**config.mk**
```make
export PLATFORM = sky130hd
export DESIGN_NAME = lru_key_value_cache
export DESIGN_NICKNAME = d
export VERILOG_FILES = /design/src/lrukv_pkg.sv /design/src/lru_key_value_cache.sv
export SDC_FILE = /design/constraint.sdc
export NUM_CORES = 1
export LEC_CHECK = 0
export BUFFER_PORTS_ARGS = -buffer_cell sky130_fd_sc_hd__buf_2
export CORE_ASPECT_RATIO = 1.25
export CORE_MARGIN = 1.5
export CORE_UTILIZATION = 40
export CTS_BUF_LIST = sky130_fd_sc_hd__clkbuf_4 sky130_fd_sc_hd__clkbuf_8
export CTS_CLUSTER_SIZE = 10
export DETAILED_ROUTE_END_ITERATION = 16
export PLACE_DENSITY = 0.62
export SLEW_MARGIN = 20
export SYNTH_ARGS = -nofsm -noshare
export SYNTH_HDL_FRONTEND = slang
export SYNTH_SLANG_ARGS = --single-unit
```
**constraint.sdc**
```tcl
create_clock -name clock -period 4.1 [get_ports clock]
set_input_delay 0.41 -clock clock [delete_from_list [all_inputs] [get_ports clock]]
set_output_delay 0.41 -clock clock [all_outputs]
set_load 0.05 [all_outputs]
```
**src/lrukv_pkg.sv**
```systemverilog
// ----------------------------------------------------------------------------
// lrukv_pkg: shared definitions for the lru key/value cache
// operation codes, fixed field widths, the capacity reset value and the miss read value
// ----------------------------------------------------------------------------
package lrukv_pkg;

   // fixed field widths
   localparam int VALUE_BITS = 32;
   localparam int PORT_KEY_BITS = 32;
   localparam int CAP_BITS = 5;

   // capacity register after reset
   localparam logic [CAP_BITS-1:0] CAP_RESET = 5'd16;

   // operation codes
   localparam logic OP_GET = 1'b0;
   localparam logic OP_PUT = 1'b1;

   // read value returned by a get that misses
   localparam logic signed [VALUE_BITS-1:0] MISS_VALUE = -32'sd1;

endpackage

```
**src/lru_key_value_cache.sv**
```systemverilog
// ----------------------------------------------------------------------------
// lru_key_value_cache: fully associative key/value store, lru replacement
// one sequencer walks the entries through a single compare/rank unit
// ----------------------------------------------------------------------------
// Usage:
//  - an item (req_op, req_key, req_value) is taken at a clock edge with
//    start high and busy low; busy stays high while the item is worked on
//  - req_op get: one result on rsp_hit / rsp_read_value, marked by
//    rsp_strobe for one cycle; a miss gives hit 0 and read value -1
//  - req_op put: overwrite a present key or insert a new one, evicting the
//    least recent entries once the valid count reaches the capacity; no result
//  - csr_write_enable / csr_write_data write the capacity register
//    (0 acts as 1, values above MAX_ENTRIES act as MAX_ENTRIES)
//  - sequence: the get result follows two passes (search, then rank update)
//    over the entry memories, each entry taking a registered memory read and
//    then a compare or a write back; a new item is taken only once both passes
//    over the last item are done and the sequencer is idle again
//  - reset (synchronous, active high) empties the store and sets capacity 16
//  - the receiver cannot stall: a result is valid only in its strobe cycle
// ----------------------------------------------------------------------------
module lru_key_value_cache #(
   parameter int MAX_ENTRIES = 16,
   parameter int KEY_BITS = 32
) (
   input  logic                                       clock,
   input  logic                                       reset,
   input  logic                                       start,
   output logic                                       busy,
   input  logic                                       req_op,
   input  logic signed [lrukv_pkg::PORT_KEY_BITS-1:0] req_key,
   input  logic signed [lrukv_pkg::VALUE_BITS-1:0]    req_value,
   output logic                                       rsp_strobe,
   output logic                                       rsp_hit,
   output logic signed [lrukv_pkg::VALUE_BITS-1:0]    rsp_read_value,
   input  logic                                       csr_write_enable,
   input  logic [lrukv_pkg::CAP_BITS-1:0]             csr_write_data
);

   // derived widths
   localparam int KW = (KEY_BITS < lrukv_pkg::PORT_KEY_BITS) ? KEY_BITS
                                                             : lrukv_pkg::PORT_KEY_BITS;
   localparam int IW = (MAX_ENTRIES > 1) ? $clog2(MAX_ENTRIES) : 1;
   localparam int CW = $clog2(MAX_ENTRIES + 1);
   localparam int EW = (CW > lrukv_pkg::CAP_BITS) ? CW : lrukv_pkg::CAP_BITS;
   localparam int VW = lrukv_pkg::VALUE_BITS;
   localparam logic [IW-1:0] LAST_IDX = IW'(MAX_ENTRIES - 1);
   localparam logic [EW-1:0] MAX_CAP = EW'(MAX_ENTRIES);

   // sequencer states
   localparam logic [2:0] ST_IDLE   = 3'd0;
   localparam logic [2:0] ST_S_RD   = 3'd1;
   localparam logic [2:0] ST_S_CMP  = 3'd2;
   localparam logic [2:0] ST_U_RD   = 3'd3;
   localparam logic [2:0] ST_U_WR   = 3'd4;

   // entry memories
   logic [KW-1:0] key_mem  [MAX_ENTRIES];
   logic [VW-1:0] val_mem  [MAX_ENTRIES];
   logic [IW-1:0] rank_mem [MAX_ENTRIES];

   // registers
   logic [2:0]                   state_ff, state_in;
   logic [IW-1:0]                idx_ff, idx_in;
   logic                         op_ff, op_in;
   logic [KW-1:0]                key_ff, key_in;
   logic [VW-1:0]                val_ff, val_in;
   logic                         found_ff, found_in;
   logic [IW-1:0]                match_idx_ff, match_idx_in;
   logic [IW-1:0]                match_rank_ff, match_rank_in;
   logic [VW-1:0]                match_val_ff, match_val_in;
   logic                         slot_taken_ff, slot_taken_in;
   logic                         do_evict_ff, do_evict_in;
   logic [CW-1:0]                cnt_ff, cnt_in;
   logic [MAX_ENTRIES-1:0]       valid_ff, valid_in;
   logic [lrukv_pkg::CAP_BITS-1:0] cap_ff;
   logic                         rsp_strobe_ff, rsp_strobe_in;
   logic                         rsp_hit_ff, rsp_hit_in;
   logic [VW-1:0]                rsp_val_ff, rsp_val_in;
   logic [KW-1:0]                rd_key_ff;
   logic [VW-1:0]                rd_val_ff;
   logic [IW-1:0]                rd_rank_ff;

   // memory write controls
   logic          kv_wr_en;
   logic          val_wr_en;
   logic          rank_wr_en;
   logic [IW-1:0] rank_wr_data;

   // effective capacity and per-entry decisions
   logic [EW-1:0] cap_ext;
   logic [EW-1:0] eff_cap;
   logic          cur_valid;
   logic          evict_i;
   logic          insert_i;

   // capacity clamp: zero acts as one, above the store acts as full size
   always_comb begin
      cap_ext = EW'(cap_ff);
      if (cap_ext == '0) begin
         eff_cap = EW'(1);
      end else if (cap_ext > MAX_CAP) begin
         eff_cap = MAX_CAP;
      end else begin
         eff_cap = cap_ext;
      end
   end

   assign cur_valid = valid_ff[idx_ff];

   // eviction and free slot choice for a put of a new key
   always_comb begin
      evict_i = do_evict_ff && cur_valid && (EW'(rd_rank_ff) >= (eff_cap - EW'(1)));
      insert_i = !(cur_valid && !evict_i) && !slot_taken_ff;
   end

   // sequencer and the shared compare/rank unit
   always_comb begin
      state_in      = state_ff;
      idx_in        = idx_ff;
      op_in         = op_ff;
      key_in        = key_ff;
      val_in        = val_ff;
      found_in      = found_ff;
      match_idx_in  = match_idx_ff;
      match_rank_in = match_rank_ff;
      match_val_in  = match_val_ff;
      slot_taken_in = slot_taken_ff;
      do_evict_in   = do_evict_ff;
      cnt_in        = cnt_ff;
      valid_in      = valid_ff;
      rsp_strobe_in = 1'b0;
      rsp_hit_in    = rsp_hit_ff;
      rsp_val_in    = rsp_val_ff;
      kv_wr_en      = 1'b0;
      val_wr_en     = 1'b0;
      rank_wr_en    = 1'b0;
      rank_wr_data  = '0;
      case (state_ff)
         ST_IDLE: begin
            if (start) begin
               op_in         = req_op;
               key_in        = req_key[KW-1:0];
               val_in        = req_value;
               found_in      = 1'b0;
               slot_taken_in = 1'b0;
               idx_in        = '0;
               state_in      = ST_S_RD;
            end
         end
         ST_S_RD: begin
            state_in = ST_S_CMP;
         end
         ST_S_CMP: begin
            // key compare against the entry just read
            if (cur_valid && (rd_key_ff == key_ff) && !found_ff) begin
               found_in      = 1'b1;
               match_idx_in  = idx_ff;
               match_rank_in = rd_rank_ff;
               match_val_in  = rd_val_ff;
            end
            if (idx_ff == LAST_IDX) begin
               idx_in      = '0;
               do_evict_in = (EW'(cnt_ff) >= eff_cap);
               state_in    = ST_U_RD;
            end else begin
               idx_in   = idx_ff + 1'b1;
               state_in = ST_S_RD;
            end
         end
         ST_U_RD: begin
            state_in = ST_U_WR;
         end
         ST_U_WR: begin
            if (found_ff) begin
               // hit: move the entry to the front, age the more recent ones
               if (idx_ff == match_idx_ff) begin
                  rank_wr_en   = 1'b1;
                  rank_wr_data = '0;
                  val_wr_en    = (op_ff == lrukv_pkg::OP_PUT);
               end else if (cur_valid && (rd_rank_ff < match_rank_ff)) begin
                  rank_wr_en   = 1'b1;
                  rank_wr_data = rd_rank_ff + 1'b1;
               end
            end else if (op_ff == lrukv_pkg::OP_PUT) begin
               // new key: evict, age survivors, fill lowest free slot
               if (insert_i) begin
                  kv_wr_en          = 1'b1;
                  rank_wr_en        = 1'b1;
                  rank_wr_data      = '0;
                  valid_in[idx_ff]  = 1'b1;
                  slot_taken_in     = 1'b1;
               end else if (evict_i) begin
                  valid_in[idx_ff] = 1'b0;
               end else if (cur_valid) begin
                  rank_wr_en   = 1'b1;
                  rank_wr_data = rd_rank_ff + 1'b1;
               end
               cnt_in = cnt_ff - CW'(evict_i) + CW'(insert_i);
            end
            if (idx_ff == LAST_IDX) begin
               idx_in   = '0;
               state_in = ST_IDLE;
               if (op_ff == lrukv_pkg::OP_GET) begin
                  rsp_strobe_in = 1'b1;
                  rsp_hit_in    = found_ff;
                  rsp_val_in    = found_ff ? match_val_ff : lrukv_pkg::MISS_VALUE;
               end
            end else begin
               idx_in   = idx_ff + 1'b1;
               state_in = ST_U_RD;
            end
         end
         default: begin
            state_in = ST_IDLE;
         end
      endcase
   end

   // control registers
   always_ff @(posedge clock) begin
      if (reset) begin
         state_ff      <= ST_IDLE;
         idx_ff        <= '0;
         found_ff      <= 1'b0;
         slot_taken_ff <= 1'b0;
         do_evict_ff   <= 1'b0;
         cnt_ff        <= '0;
         valid_ff      <= '0;
         cap_ff        <= lrukv_pkg::CAP_RESET;
         rsp_strobe_ff <= 1'b0;
      end else begin
         state_ff      <= state_in;
         idx_ff        <= idx_in;
         found_ff      <= found_in;
         slot_taken_ff <= slot_taken_in;
         do_evict_ff   <= do_evict_in;
         cnt_ff        <= cnt_in;
         valid_ff      <= valid_in;
         rsp_strobe_ff <= rsp_strobe_in;
         if (csr_write_enable) begin
            cap_ff <= csr_write_data;
         end
      end
   end

   // payload registers
   always_ff @(posedge clock) begin
      op_ff         <= op_in;
      key_ff        <= key_in;
      val_ff        <= val_in;
      match_idx_ff  <= match_idx_in;
      match_rank_ff <= match_rank_in;
      match_val_ff  <= match_val_in;
      rsp_hit_ff    <= rsp_hit_in;
      rsp_val_ff    <= rsp_val_in;
   end

   // entry memories: registered read, one write port each
   always_ff @(posedge clock) begin
      rd_key_ff  <= key_mem[idx_ff];
      rd_val_ff  <= val_mem[idx_ff];
      rd_rank_ff <= rank_mem[idx_ff];
      if (kv_wr_en) begin
         key_mem[idx_ff] <= key_ff;
      end
      if (kv_wr_en || val_wr_en) begin
         val_mem[idx_ff] <= val_ff;
      end
      if (rank_wr_en) begin
         rank_mem[idx_ff] <= rank_wr_data;
      end
   end

   // outputs
   assign busy           = (state_ff != ST_IDLE);
   assign rsp_strobe     = rsp_strobe_ff;
   assign rsp_hit        = rsp_hit_ff;
   assign rsp_read_value = rsp_val_ff;

endmodule

```
==> results of run 1 <==
-- sequential cells by signal, indices dropped and copies added, names as in the netlist, 3 cells and up, named ones only --
name,cells
state_ff,3
key_ff,32
val_mem,512
rank_mem,64
cap_ext,5
cnt_ff,5
match_idx_ff,4
rd_key_ff,32
key_mem,512
rd_val_ff,32
idx_ff,4
rsp_read_value,32
match_rank_ff,4
rd_rank_ff,4
match_val_ff,32
val_ff,32
-- area by class of cell --
class | instances | area share
Antenna cell | 1 | 0.00004333
Clock buffer | 328 | 0.06701
Clock inverter | 56 | 0.007756
Inverter | 18 | 0.001170
Multi-Input combinational cell | 681 | 0.1764
Sequential cell | 1331 | 0.6742
Tap cell | 1595 | 0.03455
Timing Repair Buffer | 255 | 0.03895
-- worst max-delay path: stages, from the launching register on --
cell and delay (ns):
dfxtp_2 0.34, nor3_2 0.21, o21ai_2 0.08, ha_2 0.29, ha_1 0.28, o21ai_0 0.22
a21oi_1 0.07, o31a_1 0.32, o31ai_2 0.28, ha_1 0.29, ha_1 0.23, fa_2 0.39
a21o_1 0.18, a21oi_2 0.15, xnor2_1 0.08, or3_1 0.30, a21oi_1 0.14
-- power by group through the flow --
stage	combinational [mW]	sequential [mW]	clock, mW
after global routing	0.625	15.1	12.1
after global placement	0.522	15.4	0
after CTS	0.596	15.1	11.6
after detailed placement	0.528	15.4	0
final	0.577	15.1	11.3
after floorplan	0.353	15.3	0
-- synthesized netlist by cell type, drive strengths merged, types with 5 or more instances --
| cell | count | area, µm² |
|---|---|---|
| edfxtp | 1226 | 36820 |
| mux4 | 342 | 7702 |
| dfxtp | 105 | 2102 |
| nor2 | 77 | 289.0 |
| clkbuf | 65 | 244.0 |
| xor2 | 36 | 315.3 |
| nand2b | 35 | 219.0 |
| buf | 34 | 145.1 |
| o21ai | 28 | 143.9 |
| ha | 24 | 300.3 |
| nand2 | 23 | 86.33 |
| inv | 17 | 63.81 |
| o211ai | 17 | 127.6 |
| a21oi | 14 | 70.07 |
| nor4 | 10 | 62.56 |
| mux2i | 9 | 90.09 |
| nand3 | 8 | 40.04 |
| xnor2 | 7 | 61.31 |
| nor3 | 6 | 30.03 |
| or3 | 6 | 42.54 |
| a21o | 5 | 37.54 |
-- final timing paths --
path | from | to | slack (ns)
min | req_key[4] | key_ff[4] | 0.26
max | cap_ext[1] | cnt_ff[4] | 0.19
max reg2reg | cap_ext[1] | cnt_ff[4] | 0.19
min reg2reg | rd_val_ff[8] | match_val_ff[8] | 0.40
-- kinds of logic after synthesis --
family / after synthesis / share of synthesized area
DFF: 1331 / 0.7900
adders and majority gates: 25 / 0.006502
muxes: 352 / 0.1584
buffers and inverters: 117 / 0.009271
and+or+nand+nor: 182 / 0.01801
xor gates and xnor gates: 43 / 0.007645
AOI/OAI and AO/OA: 79 / 0.01013
-- timing repair --
action | CTS | global route
gates resized for setup | 0 | 9
hold buffers | 82 | 0
endpoints found under the setup margin | 0 | 1
hold endpoints to repair | 81 | 0
-- stage by stage --
step | total power, mW | hold slack, ns | area (µm²) | setup TNS (ns)
global placement | 15.91 | 0.3873 | 52560 | 0
global route | 27.91 | 0.2010 | 57760 | -0.03865
floorplan | 15.67 | 0.3855 | 49260 | 0
CTS | 27.31 | 0.1498 | 57730 | 0
detailed placement | 15.94 | 0.3887 | 52590 | 0
finish | 26.97 | 0.2645 | 57760 | 0
-- routing by layer --
layer	wire length [µm]	share of wire	track usage	up-vias
li1	-	-	-	9689
met1	42090	0.40	0.2109	11920
met2	55050	0.53	0.2924	607
met3	4739	0.045	0.03209	185
met4	2811	0.027	0.05961	0
met5	0	0	0	-
==> impl_metrics.ini, run 1 <==
[power]
pwr-share-seq = 0.561
power.share.switching = 0.2032
pwr-share-comb = 0.021
leakagePower_nw = 18.00
vdd_drop_max_uv = 295.7
p_per_area_nw_per_um2 = 467.0
power.internal_mw = 21.49
clkPwrFrac = 0.418
switchingPower_mw = 5.481

[synth]
synthCells = 2129
synth.avg_cell_area_um2 = 23.14
syn-cell-area_um2 = 49260
ys_dominant_reg_cell = edfxtp_1
yosysSeqAreaShare = 0.7900
syn-num-nets = 2228
synth.distinct_cells = 47
synth_warnings = 0
async_reset_ff_frac = 0
synth-seq-cells = 1331
synth-edff-count = 1226

[layout]
final_core_util = 0.4740
fin_cells = 4265
seq_area_um2 = 38940
nFillCells = 9814
final_common_cell = edfxtp_1
layout-drive-gt1-share = 0.3488
nets = 2590
area_delta_synth_final_pct = 17.24
multiInputGateArea_um2 = 10190
final_cell_mix = 1,226 x edfxtp_1, 342 x mux4_2, 225 x clkbuf_8, 108 x buf_2, 103 x clkbuf_4

[critical_path]
critPathKind = register to register
cp.required_ns = 4.87
crit_fanout = 4
ff2ff_path_depth = 16
cp-start-kind = register
end_kind = register
timing.critical_path.arrival_ns = 4.68

[min_path]
hp-class = input port to register
hold_depth = 2

[routing]
drt_iter0_markers = 1926
avgViaCountPerCell = 5.252
totalWireLength_um = 104700
antenna_left = 0
route.vias.total = 22400
drt_first_pass_iters = 5
wl_per_cell_um = 24.55
drc_errors = 0

[placement]
dp_hpwl_um = 56410
placement.io_buffers = 108
finalWeightedCongestion = 0.7680
pre_cts_ws_ns = 0.04514
dp.cells = 3798

[global_route]
grt_pass1_vias = 24420
antenna_found_initial = 2
overflow = 0
grt_pass1_wl_um = 155300
grt_max_degree = 147
track_usage = 0.1689

[clock_network]
cts_tree = done
clk_path_buf_depth = 3
cts.clk_slew.worst_paths_ns = 0.06
clock_sinks = 1331
cts_buffers = 204
h-tree-depth = 4
clock_latency_ns = 0.85
postCtsSetupRepairBufs = 0
clockRootBuffer = clkbuf_8

[sta]
period_share = 0.9539
period_needed_ns = 3.911
skew_ns = 0.04544
slew_headroom = 0.3071
drv_slew = 0
worst_slack_ns = 0.1889
clock.fmax_mhz = 255.7
hold_viol = 0
finalSetupViolCount = 0
tightest_slew_ns = 1.037

[floorplan]
start_util = 0.4043
num_rows = 143
core_region_area_um2 = 121800
die_area_um2 = 125300
die-width_um = 316.9
die_y_um = 395.4
ios = 109

[status]
status = completed

[job]
cap_viol_max_count = 0
Power figures use the tool's default switching activity.
==> inputs of run 2 (changes only) <==
RECOVER_POWER = 100   (was unset)
==> impl_metrics.ini, run 2 (same netlist as run 1, synthesis figures left out) <==
[min_path]
hp-class = input port to register

[routing]
avgViaCountPerCell = 5.257
antenna_left = 0
drt_first_pass_iters = 5
drt_iter0_markers = 1828
totalWireLength_um = 104400
wl_per_cell_um = 24.47
drc_errors = 0
route.vias.total = 22420

[floorplan]
core_region_area_um2 = 121800
die_y_um = 395.4
die-width_um = 316.9
start_util = 0.4043
ios = 109
die_area_um2 = 125300
num_rows = 143

[sta]
drv_slew = 169
slew_headroom = -0.1125
finalSetupViolCount = 0
tightest_slew_ns = 1.667
period_share = 0.9534
period_needed_ns = 3.909
skew_ns = 0.04480
setup_tns_ns = 0
hold_viol = 0
clock.fmax_mhz = 255.8

[clock_network]
clock_sinks = 1331
h-tree-depth = 4
clk_path_buf_depth = 3
postCtsSetupRepairBufs = 0
cts_tree = done
clockRootBuffer = clkbuf_8
cts_buffers = 204
clock_latency_ns = 0.85
cts.clk_slew.worst_paths_ns = 0.06

[layout]
layout-drive-gt1-share = 0.3185
area_delta_synth_final_pct = 16.14
top_regs = key_mem (512), val_mem (512), rank_mem (64)
final_common_cell = edfxtp_1
final_cell_mix = 1,226 x edfxtp_1, 342 x mux4_2, 225 x clkbuf_8, 130 x clkbuf_4, 101 x dfxtp_1
nets = 2590

[global_route]
track_usage = 0.1689
grt_pass1_vias = 24420
antenna_found_initial = 2
grt_pass1_wl_um = 155300
grt_max_degree = 147
overflow = 0

[placement]
finalWeightedCongestion = 0.7680
placement.io_buffers = 108
dp_hpwl_um = 56410

[power]
p_per_area_nw_per_um2 = 471.2
power_mw = 26.96
vdd_drop_max_uv = 295.7
leakagePower_nw = 17.65

[status]
status = complete, but fails checks
failed_checks = capacitance limit, slew limit

[critical_path]
path_cells = nor3_2 > o21ai_2 > ha_2 > ha_1 > o21ai_0 > a21oi_1 > o31a_1 > buf_4 > o31ai_1 > clkbuf_2 > nor2_2 > buf_12
slowest_delay_ns = 0.75
critPathKind = register to register
cp_slowest_cell = clkbuf_2
timing.critical_path.arrival_ns = 4.48
cp-start-kind = register
crit_fanout = 24
cp.required_ns = 4.67
end_kind = register

[job]
cap_viol_max_count = 2
==> run 2: cell count changes in the layout (fill, tap and decap cells not counted), moves of 2 or more <==
cell,change
o21ai_0,+8
buf_2,-60
nor2_1,+5
clkbuf_1,+67
nor2_4,-8
buf_12,-27
o21ai_1,-8
clkbuf_4,+27
nor2_2,+3
clkbuf_2,+5
buf_6,+3
dfxtp_1,+3
buf_4,-15
dfxtp_4,-2
==> run 2: power breakdown <==
part | switching [mW] | total [mW] | internal, mW
logic | 0.267 | 0.564 | 0.297
clock network | 5.00 | 11.3 | 6.26
registers | 0.204 | 15.1 | 14.9
==> run 2: metrics by stage <==
step	hold WS, ns	utilization	cell area [µm²]	std cells	worst slack (ns)
after floorplan	0.3855	-	49260	2129	0.1242
final	0.2678	0.4695	57210	4265	0.1911
after global placement	0.3873	0.4314	52560	3797	0.04004
after CTS	0.1498	0.4738	57730	4264	0.03337
after global routing	0.2010	0.4695	57210	4265	-0.03522
after detailed placement	0.3887	0.4316	52590	3798	0.04514
==> run 2: timing repair <==
item	4_1_cts	5_1_grt
hold buffers	82	0
hold endpoints to repair	81	0
endpoints found under the setup margin	0	1
gates resized for setup	0	9
==> run 2: cell type report <==
type,instances,area [µm²]
clock inverter,56,447.9
inverter,18,67.56
tap,1595,1996
fill,9920,64630
clock buffer,328,3870
timing repair buffer,255,1809
multi-input combinational,681,10090
sequential,1331,38930
antenna,1,2.502
==> run 2: worst max-delay path, delay by kind of cell (launching register included) <==
family,cells,cell delay [ns]
adders and majority gates,2,0.57
and+or+nand+nor,2,0.54
AOI/OAI and AO/OA,5,0.96
DFF,1,0.34
buffers and inverters,3,1.19
==> run 2: worst paths after layout <==
check	slack, ns	from	end	depth (start not counted)
max	0.19	cap_ext[1]	key_mem[13][2]	12
max reg2reg	0.19	cap_ext[1]	key_mem[13][2]	12
min	0.27	req_key[4]	key_ff[4]	2
min reg2reg	0.40	rd_val_ff[8]	match_val_ff[8]	0
==> run 2: metal layers <==
| layer | up-vias | wire length [µm] | track usage | share of wire |
|---|---|---|---|---|
| met5 | - | 0 | 0 | 0 |
| met4 | 0 | 2811 | 0.05961 | 0.027 |
| met3 | 188 | 5064 | 0.03209 | 0.049 |
| met2 | 628 | 54890 | 0.2924 | 0.53 |
| met1 | 11920 | 41610 | 0.2109 | 0.40 |
| li1 | 9688 | - | - | - |
==> inputs of run 3 (changes only) <==
CTS_BUF_LIST = unset   (was sky130_fd_sc_hd__clkbuf_4 sky130_fd_sc_hd__clkbuf_8)
==> impl_metrics.ini, run 3 (same netlist as run 1, synthesis figures left out) <==
[routing]
drt_iter0_markers = 2010
drt_first_pass_iters = 7
antenna_left = 0
totalWireLength_um = 104100
avgViaCountPerCell = 5.318
route.vias.total = 22030
wl_per_cell_um = 25.12
drc_errors = 0

[status]
failed_checks = capacitance limit, slew limit
status = complete, but fails checks

[clock_network]
cts_tree = done
clock_latency_ns = 0.75
clk_path_buf_depth = 3
clock_sinks = 1331
h-tree-depth = 4
postCtsSetupRepairBufs = 0
cts.clk_slew.worst_paths_ns = 0.05
clockRootBuffer = clkbuf_16
cts_buffers = 152

[power]
leakagePower_nw = 17.43
vdd_drop_max_uv = 314.6
p_per_area_nw_per_um2 = 487.9
power_mw = 27.95

[global_route]
grt_pass1_wl_um = 154700
track_usage = 0.1690
antenna_found_initial = 1
grt_pass1_vias = 23940
overflow = 0
grt_max_degree = 147

[layout]
nets = 2529
area_delta_synth_final_pct = 16.30
final_cell_mix = 1,226 x edfxtp_1, 342 x mux4_2, 170 x clkbuf_1, 155 x clkbuf_16, 102 x dfxtp_1
top_regs = key_mem (512), val_mem (512), rank_mem (64)
layout-drive-gt1-share = 0.2567
fin_cells = 4143
antenna_cells = 0
final_common_cell = edfxtp_1

[critical_path]
crit_fanout = 24
worst-path-buf-inv = 3
path_cells = nor3_2 > o21ai_2 > ha_2 > ha_1 > o21ai_0 > a21oi_1 > o31a_1 > buf_4 > o31ai_1 > clkbuf_2 > nor2_2 > buf_8
cp_slowest_cell = clkbuf_2
critPathTopFamily = buffers and inverters
timing.critical_path.arrival_ns = 4.36
cp-start-kind = register
critPathKind = register to register
end_kind = register
cp.required_ns = 4.55
slowest_delay_ns = 0.75

[sta]
tightest_slew_ns = 1.676
hold_viol = 0
drv_slew = 169
clock.fmax_mhz = 256.1
rsz0062_at_grt = no
slew_headroom = -0.1187
period_needed_ns = 3.905
period_share = 0.9523
skew_ns = 0.03736
setup_tns_ns = 0
finalSetupViolCount = 0

[floorplan]
core_region_area_um2 = 121800
num_rows = 143
die-width_um = 316.9
start_util = 0.4043
ios = 109
die_area_um2 = 125300
die_y_um = 395.4

[min_path]
hp-class = input port to register

[placement]
dp.cells = 3798
dp_hpwl_um = 56410
finalWeightedCongestion = 0.7680
placement.io_buffers = 108

[job]
cap_viol_max_count = 2
run 3: final timing paths:
check                                      start              end  slack, ns  depth (start not counted)
worst min register to register      rd_val_ff[8]  match_val_ff[8]       0.39                          0
worst max-delay path                  cap_ext[1]  key_mem[13][13]       0.20                         12
worst max register to register        cap_ext[1]  key_mem[13][13]       0.20                         12
worst min-delay path            csr_write_enable       cap_ext[3]       0.06                          3
run 3: power breakdown:
part           leakage [nW]  switching, mW  internal, mW
Combinational          3.34          0.264         0.290
Clock                  2.14           5.10          7.16
Sequential             12.0          0.202          14.9
Total                  17.4           5.57          22.4
run 3: area by class of cell:
cell class | count | area (µm²)
fill | 9894 | 64560
sequential | 1331 | 38930
multi-input combinational | 681 | 10080
clock buffer | 258 | 4275
tap | 1595 | 1996
timing repair buffer | 246 | 1708
clock inverter | 14 | 234.0
inverter | 18 | 67.56
run 3: repair_timing:
| item | in CTS | in global routing |
|---|---|---|
| endpoints found under the setup margin | 0 | 1 |
| endpoints found under the hold margin | 70 | 0 |
| hold buffers | 73 | 0 |
| resized for setup | 0 | 8 |
run 3: routing by layer:
| layer | vias up | track usage | share of wire | wire, µm |
|---|---|---|---|---|
| met5 | - | 0 | 0 | 0 |
| met4 | 0 | 0.05604 | 0.026 | 2682 |
| met3 | 175 | 0.02983 | 0.046 | 4737 |
| met2 | 586 | 0.2940 | 0.53 | 54820 |
| met1 | 11760 | 0.2126 | 0.40 | 41840 |
| li1 | 9515 | - | - | - |
run 3: through the flow:
step	util	setup WS [ns]	instance area, µm²	hold WS, ns
global route	0.4702	0.01805	57290	0.04834
global placement	0.4314	0.04004	52560	0.3873
detailed placement	0.4316	0.04514	52590	0.3887
finish	0.4702	0.1955	57290	0.06115
CTS	0.4746	0.03046	57830	0.007971
floorplan	-	0.1242	49260	0.3855
run 3: worst min-delay path, stage by stage:
cell and delay (ns):
buf_2 0.17, mux2i_1 0.10, nor2_1 0.08
